`config.mk`:
```
export PLATFORM = sky130hd
export DESIGN_NAME = modular_taylor_shift_top
export DESIGN_NICKNAME = d
export VERILOG_FILES = /design/src/rtl/mts_pkg.sv /design/src/rtl/mts_engine.sv /design/src/rtl/modular_taylor_shift_top.sv
export SDC_FILE = /design/constraint.sdc
export NUM_CORES = 2
export LEC_CHECK = 0
export BUFFER_PORTS_ARGS = -buffer_cell sky130_fd_sc_hd__buf_2
export CORE_UTILIZATION = 47
export CTS_BUF_LIST = sky130_fd_sc_hd__clkbuf_4 sky130_fd_sc_hd__clkbuf_8 sky130_fd_sc_hd__clkbuf_16
export CTS_CLUSTER_DIAMETER = 200
export DETAILED_ROUTE_END_ITERATION = 6
export PLACE_DENSITY_LB_ADDON = 0.1
export SYNTH_ARGS = -nofsm -noshare
export SYNTH_HDL_FRONTEND = slang
export SYNTH_SLANG_ARGS = --single-unit
```
`constraint.sdc`:
```
create_clock -name i_clk -period 13.2 [get_ports i_clk]
set_input_delay 3.3 -clock i_clk [delete_from_list [all_inputs] [get_ports i_clk]]
set_output_delay 3.3 -clock i_clk [all_outputs]
set_load 0.05 [all_outputs]
```
`src/rtl/mts_pkg.sv`:
```
// Shared types and constants for the modular Taylor shift block.
// No dependencies; used by mts_engine, modular_taylor_shift_top and the testbench.
package mts_pkg;

    localparam int COEFF_BITS = 32;
    localparam int MAX_LEN    = 64;
    localparam int IDX_W      = $clog2(MAX_LEN);
    localparam int LEN_W      = $clog2(MAX_LEN + 1);
    localparam int STEP_W     = $clog2(COEFF_BITS + 1);

    localparam logic REG_MODULUS = 1'b0;
    localparam logic REG_SHIFT   = 1'b1;

    typedef enum logic [3:0] {
        ST_LOAD, ST_LRED, ST_FIN, ST_RRD, ST_RGO, ST_RWT, ST_CGO, ST_CWT,
        ST_HA, ST_HB, ST_HGO, ST_HWT, ST_ORD, ST_OV
    } t_state;

    typedef struct packed {
        logic                  start;
        logic [COEFF_BITS-1:0] a;
        logic [COEFF_BITS-1:0] y;
        logic [COEFF_BITS-1:0] addend;
    } t_eng_req;

    typedef struct packed {
        logic                  done;
        logic [COEFF_BITS-1:0] result;
    } t_eng_rsp;

endpackage

```
`src/rtl/mts_engine.sv`:
```
// Bit-serial modular multiply-add: result = (addend + a * y) mod m.
// Needs a < m, addend < m, m >= 2. Depends on mts_pkg.
module mts_engine (
    input  logic                           i_clk,
    input  logic                           i_rst_n,
    input  mts_pkg::t_eng_req              i_req,
    input  logic [mts_pkg::COEFF_BITS-1:0] i_m,
    output mts_pkg::t_eng_rsp              o_rsp
);
    import mts_pkg::*;

    logic                  r_busy;
    logic [STEP_W-1:0]     r_step;
    logic [COEFF_BITS-1:0] r_acc, r_a, r_y, r_add;
    logic                  r_done;
    logic [COEFF_BITS:0]   dbl, dbl_red, sum, sum_red, fin;
    logic [COEFF_BITS-1:0] n_acc;

    always_comb begin
        dbl     = {r_acc, 1'b0};
        dbl_red = (dbl >= {1'b0, i_m}) ? dbl - {1'b0, i_m} : dbl;
        sum     = dbl_red + (r_y[COEFF_BITS-1] ? {1'b0, r_a} : '0);
        sum_red = (sum >= {1'b0, i_m}) ? sum - {1'b0, i_m} : sum;
        fin     = {1'b0, r_acc} + {1'b0, r_add};
        if (fin >= {1'b0, i_m}) begin
            fin = fin - {1'b0, i_m};
        end
        n_acc = (r_step == STEP_W'(COEFF_BITS)) ? fin[COEFF_BITS-1:0]
                                               : sum_red[COEFF_BITS-1:0];
    end

    always_ff @(posedge i_clk) begin
        if (!i_rst_n) begin
            r_busy <= 1'b0;
            r_done <= 1'b0;
            r_step <= '0;
        end else begin
            r_done <= 1'b0;
            if (i_req.start) begin
                r_busy <= 1'b1;
                r_step <= '0;
                r_acc  <= '0;
                r_a    <= i_req.a;
                r_y    <= i_req.y;
                r_add  <= i_req.addend;
            end else if (r_busy) begin
                r_acc  <= n_acc;
                r_y    <= {r_y[COEFF_BITS-2:0], 1'b0};
                r_step <= r_step + 1'b1;
                if (r_step == STEP_W'(COEFF_BITS)) begin
                    r_busy <= 1'b0;
                    r_done <= 1'b1;
                end
            end
        end
    end

    assign o_rsp.done   = r_done;
    assign o_rsp.result = r_acc;

endmodule

```
`src/rtl/modular_taylor_shift_top.sv`:
```
// Top level of the modular Taylor shift block: sequencer and coefficient store.
// Depends on mts_pkg and mts_engine.
//
// Coefficients arrive lowest degree first; each stored item is reduced by the
// shared bit-serial engine before the next is taken. On the last item every
// stored coefficient is reduced again, the shift is reduced, and, unless the
// reduced shift is zero or n < 2, the Horner pass runs (n-1)*n/2 multiply-adds
// in that one engine. Results then leave one at a time, each held until taken
// (i_m_tready). At most 64 coefficients are kept; further ones set the overflow
// flag carried in tuser of every result of that run.
module modular_taylor_shift_top (
    input  logic        i_clk,
    input  logic        i_rst_n,
    input  logic        i_cfg_we,
    input  logic        i_cfg_addr,
    input  logic [31:0] i_cfg_wdata,
    input  logic        i_s_tvalid,
    output logic        o_s_tready,
    input  logic [31:0] i_s_tdata,   // in_coeff
    input  logic        i_s_tlast,   // in_last
    output logic        o_m_tvalid,
    input  logic        i_m_tready,
    output logic [31:0] o_m_tdata,   // out_coeff
    output logic        o_m_tlast,   // out_last
    output logic        o_m_tuser    // overflow
);
    import mts_pkg::*;

    t_state                r_state, n_state;
    logic [COEFF_BITS-1:0] r_mod, r_shift, r_c, r_opa, r_rdata;
    logic [LEN_W-1:0]      r_len;
    logic                  r_trunc, r_last;
    logic [IDX_W-1:0]      r_i, r_j;
    logic [COEFF_BITS-1:0] mem [MAX_LEN];

    t_eng_req              req;
    t_eng_rsp              rsp;
    logic [COEFF_BITS-1:0] m_eff, res;
    logic                  unit, we, j_end, h_end;
    logic [IDX_W-1:0]      raddr, waddr;

    assign unit  = (r_mod < COEFF_BITS'(2));
    assign m_eff = unit ? COEFF_BITS'(2) : r_mod;
    assign res   = unit ? '0 : rsp.result;
    assign j_end = ({1'b0, r_j} == r_len - 1'b1);
    assign h_end = ({1'b0, r_j} == r_len - LEN_W'(2));

    mts_engine u_engine (
        .i_clk   (i_clk),
        .i_rst_n (i_rst_n),
        .i_req   (req),
        .i_m     (m_eff),
        .o_rsp   (rsp)
    );

    always_comb begin
        n_state = r_state;
        unique case (r_state)
            ST_LOAD: if (i_s_tvalid) begin
                if (r_len < LEN_W'(MAX_LEN)) begin
                    n_state = ST_LRED;
                end else if (i_s_tlast) begin
                    n_state = ST_FIN;
                end
            end
            ST_LRED: if (rsp.done) n_state = r_last ? ST_FIN : ST_LOAD;
            ST_FIN:  n_state = ST_RRD;
            ST_RRD:  n_state = ST_RGO;
            ST_RGO:  n_state = ST_RWT;
            ST_RWT:  if (rsp.done) n_state = j_end ? ST_CGO : ST_RRD;
            ST_CGO:  n_state = ST_CWT;
            ST_CWT:  if (rsp.done) begin
                n_state = (res == '0 || r_len < LEN_W'(2)) ? ST_ORD : ST_HA;
            end
            ST_HA:   n_state = ST_HB;
            ST_HB:   n_state = ST_HGO;
            ST_HGO:  n_state = ST_HWT;
            ST_HWT:  if (rsp.done) n_state = (h_end && r_i == '0) ? ST_ORD : ST_HA;
            ST_ORD:  n_state = ST_OV;
            ST_OV:   if (i_m_tready) n_state = j_end ? ST_LOAD : ST_ORD;
            default: n_state = ST_LOAD;
        endcase
    end

    always_comb begin
        req        = '0;
        raddr      = r_j;
        waddr      = r_j;
        we         = 1'b0;
        o_s_tready = (r_state == ST_LOAD);
        o_m_tvalid = (r_state == ST_OV);
        unique case (r_state)
            ST_LOAD: begin
                req.start = i_s_tvalid && (r_len < LEN_W'(MAX_LEN));
                req.a     = COEFF_BITS'(1);
                req.y     = i_s_tdata;
            end
            ST_LRED: begin
                waddr = r_len[IDX_W-1:0];
                we    = rsp.done;
            end
            ST_RGO: begin
                req.start = 1'b1;
                req.a     = COEFF_BITS'(1);
                req.y     = r_rdata;
            end
            ST_RWT: we = rsp.done;
            ST_CGO: begin
                req.start = 1'b1;
                req.a     = COEFF_BITS'(1);
                req.y     = r_shift;
            end
            ST_HA:  raddr = r_j + 1'b1;
            ST_HGO: begin
                req.start  = 1'b1;
                req.a      = r_opa;
                req.y      = r_c;
                req.addend = r_rdata;
            end
            ST_HWT: we = rsp.done;
            default: ;
        endcase
    end

    assign o_m_tdata = r_rdata;
    assign o_m_tlast = j_end;
    assign o_m_tuser = r_trunc;

    always_ff @(posedge i_clk) begin
        r_rdata <= mem[raddr];
        if (we) begin
            mem[waddr] <= res;
        end
        if (r_state == ST_HB) begin
            r_opa <= r_rdata;
        end
    end

    always_ff @(posedge i_clk) begin
        if (!i_rst_n) begin
            r_state <= ST_LOAD;
            r_mod   <= COEFF_BITS'(2);
            r_shift <= '0;
            r_len   <= '0;
            r_trunc <= 1'b0;
            r_last  <= 1'b0;
            r_i     <= '0;
            r_j     <= '0;
            r_c     <= '0;
        end else begin
            r_state <= n_state;
            if (i_cfg_we) begin
                if (i_cfg_addr == REG_MODULUS) begin
                    r_mod <= i_cfg_wdata;
                end else if (i_cfg_addr == REG_SHIFT) begin
                    r_shift <= i_cfg_wdata;
                end
            end
            unique case (r_state)
                ST_LOAD: if (i_s_tvalid) begin
                    r_last <= i_s_tlast;
                    if (r_len >= LEN_W'(MAX_LEN)) begin
                        r_trunc <= 1'b1;
                    end
                end
                ST_LRED: if (rsp.done) r_len <= r_len + 1'b1;
                ST_FIN:  r_j <= '0;
                ST_RWT:  if (rsp.done && !j_end) r_j <= r_j + 1'b1;
                ST_CWT:  if (rsp.done) begin
                    r_c <= res;
                    r_i <= IDX_W'(r_len - LEN_W'(2));
                    r_j <= (res == '0 || r_len < LEN_W'(2)) ? '0
                                                            : IDX_W'(r_len - LEN_W'(2));
                end
                ST_HWT: if (rsp.done) begin
                    if (h_end) begin
                        if (r_i == '0) begin
                            r_j <= '0;
                        end else begin
                            r_i <= r_i - 1'b1;
                            r_j <= r_i - 1'b1;
                        end
                    end else begin
                        r_j <= r_j + 1'b1;
                    end
                end
                ST_OV: if (i_m_tready) begin
                    if (j_end) begin
                        r_len   <= '0;
                        r_trunc <= 1'b0;
                        r_j     <= '0;
                    end else begin
                        r_j <= r_j + 1'b1;
                    end
                end
                default: ;
            endcase
        end
    end

endmodule

```
==> run metrics <==
Seq cells post-synth=between 2000 and 2500; first-pass GRT wire length=~400 mm; Layout area overhead=13.36%; dominant cells by area after synthesis=edfxtp_1 66%, mux4_2 15%, dfxtp_1 3.2%, ha_1 2.1%, nand2_1 1.4%; RSZ-0062 raised after global routing=no; Initial DRT Pass Iterations=7; nets=between 6000 and 7000; Final ANT Viol Nets=0; Final min period=approximately 10 ns; DRC viols=50; GRT Overall Usage=0.2558; Port Buf Inserts=~110; most common cell in the netlist=edfxtp_1; endpoints failing setup=0; crit path capture type=flop; Vias/cell=6.122; hold path depth=2; Post-Syn Area=~0.10 sq mm; Hold Vio Cnt, Final=0; Routed WL=about 280 mm; CP Data Required Time=13.87 ns; VDD IR max=0.0002237 V; area share of the largest cell type after synthesis=0.6595; worst path arrival time=between 10 and 15 ns; Layout Utilization=0.5368; cell taking the most area after synthesis=edfxtp_1; Crit Path Max Fanout=slightly above 50; # rows=about 170; vias in the first global route=between 50000 and 60000; largest net degree at the start of global routing=around 130; Leak=about 38 nW; Max Buffers Root-to-Sink=3; Avg Cell Area, Syn=17.84 sq um; Post-synth EDFFs=~2200; worst hold path type=reg2reg; Worst Max-Slew Pin Slew=around 1.3 ns; Syn Inst Count=5636; status=finished, violations left; number of buffers created by CTS=about 240; die width=between 400 and 500 um; fin crit share=0.7547; core area=0.2123 sq mm; # H-tree levels=4; Synth top cells by count=2208 x edfxtp_1, 661 x mux4_2, 388 x nand2_1; initial DRC count=roughly 6200; initial antenna violation count=23; IO Pins=approximately 110; crit path kind=reg2reg; maxcap violations=0; CP max stage delay=approximately 0.52 ns; final estimated routing congestion in global placement=roughly 0.96; Seq/Total Area, Yosys=0.6916; Worst-path clk slew=approximately 0.06 ns; Netlist cell types=94; Slowest cell on crit path=a21oi_1; reg2reg path depth=36; failing checks=design-rule violations; syn nets=5882; global route overflow=0; die area=0.2158 sq mm; Primary FF master, synth=edfxtp_1; Max Transition Viols Final=0; Final WS setup=roughly 3.2 ns; setup_tns=0 ns; max_slew headroom=0.1031; fillcell total=between 15000 and 20000; routed len/inst=about 31 um; clock latency on the worst-skew pair=0.90 ns; CTS sink cnt=2369; Hold Buf Count CTS=0; power density over the cells=about 240 mW/mm^2; Post-synth ARST share=0; Starting Density=0.4735; fraction of layout instances using a drive strength above 1=0.2509; yosys warns=0; root buffer cell=clkbuf_16; fmax=about 100 MHz; CP startpoint kind=flop; post-CTS sizing=0; pre-CTS setup slack=roughly 3.2 ns; Via Count=between 50000 and 60000; dpl hpwl=approximately 160 mm; Post-CTS Setup Inserts=0; Die Y=between 400 and 500 um; clock skew=between 0.04 and 0.05 ns; CTS tree=yes
critical path, delay by kind of cell, from the launching register on:
| family | cells | cell delay, ns |
|---|---|---|
| AO/OA/AOI/OAI | 15 | 3.43 |
| XOR/XNOR | 1 | 0.18 |
| adder cells (fa/ha/maj) | 3 | 1.05 |
| buffers and inverters | 4 | 1.52 |
| flip-flops | 1 | 0.33 |
| multiplexers | 3 | 0.88 |
| AND/OR/NAND/NOR | 10 | 2.34 |
kinds of logic (layout without fill, tap and decap cells):
group                      after synthesis  in the layout  synth area share
and+or+nand+nor                       1042           1042           0.04855
DFF                                   2369           2369            0.6916
adders and majority gates              175            175           0.02215
buffers and inverters                  364            803           0.01498
other                                    0              6                 0
muxes                                  725            725            0.1549
AOI/OAI and AO/OA                      789            789           0.05273
xor gates and xnor gates               172            172           0.01506
sequential cells by signal (all words and copies together) (netlist names), 7 cells and up:
register        count
mem              2048
o_m_tdata          32
r_c                32
r_len               7
r_mod              32
r_opa              32
r_shift            32
u_engine.r_a       32
u_engine.r_acc     32
u_engine.r_add     32
u_engine.r_y       32
final timing paths:
path,from,to,slack [ns]
min,r_c[4],r_c[4],0.46
min reg2reg,r_c[4],r_c[4],0.46
max reg2reg,r_mod[23],u_engine.r_acc[23],3.24
max,r_mod[23],u_engine.r_acc[23],3.24
routing by layer:
layer,vias to the layer above,GRT usage,part of all wire
met5,-,0,0.00015
met4,2,0.06678,0.023
met3,347,0.03723,0.061
met2,1839,0.4046,0.47
met1,29060,0.3737,0.44
li1,23250,-,-
metrics by stage:
stage                     area, sq um  hold WS (ns)  cells  power [mW]
after floorplan                100500        0.4431   5636       17.21
after global placement         105500        0.4531   8444       19.64
after detailed placement       105500        0.4601   8444       19.76
after CTS                      113900        0.4692   8896       26.93
after global routing           114000        0.4843   8900       28.35
final                          114000        0.4646   8902       26.94
power by group:
group	switching [mW]	internal (mW)
clock	2.91	4.24
sequential	0.212	9.53
combinational	6.22	3.82
final cells by class:
cell class	instances	area, sq um	share of cell area
clock buffers	307	6696	0.05876
repair buffers	258	1787	0.01568
clock inverters	145	1712	0.01502
multi-input cells	2903	30350	0.2663
diodes	6	15.01	0.0001317
flip-flops and latches	2369	69530	0.6101
well taps	2821	3530	0.03097
inverters	93	349.1	0.003063
cell usage in the layout, fill, tap and decap left out, types with 71 or more instances in the layout:
master	n
nand2_1	388
xnor2_1	112
edfxtp_1	2208
mux4_2	661
o21ai_0	122
ha_1	170
clkbuf_16	245
nor2_1	184
a21oi_1	188
nor2_4	71
buf_2	105
and2_1	102
dfxtp_1	161
buf_4	144
inv_1	93
a21boi_0	106
Note: power is estimated with default switching activity, not from simulation.
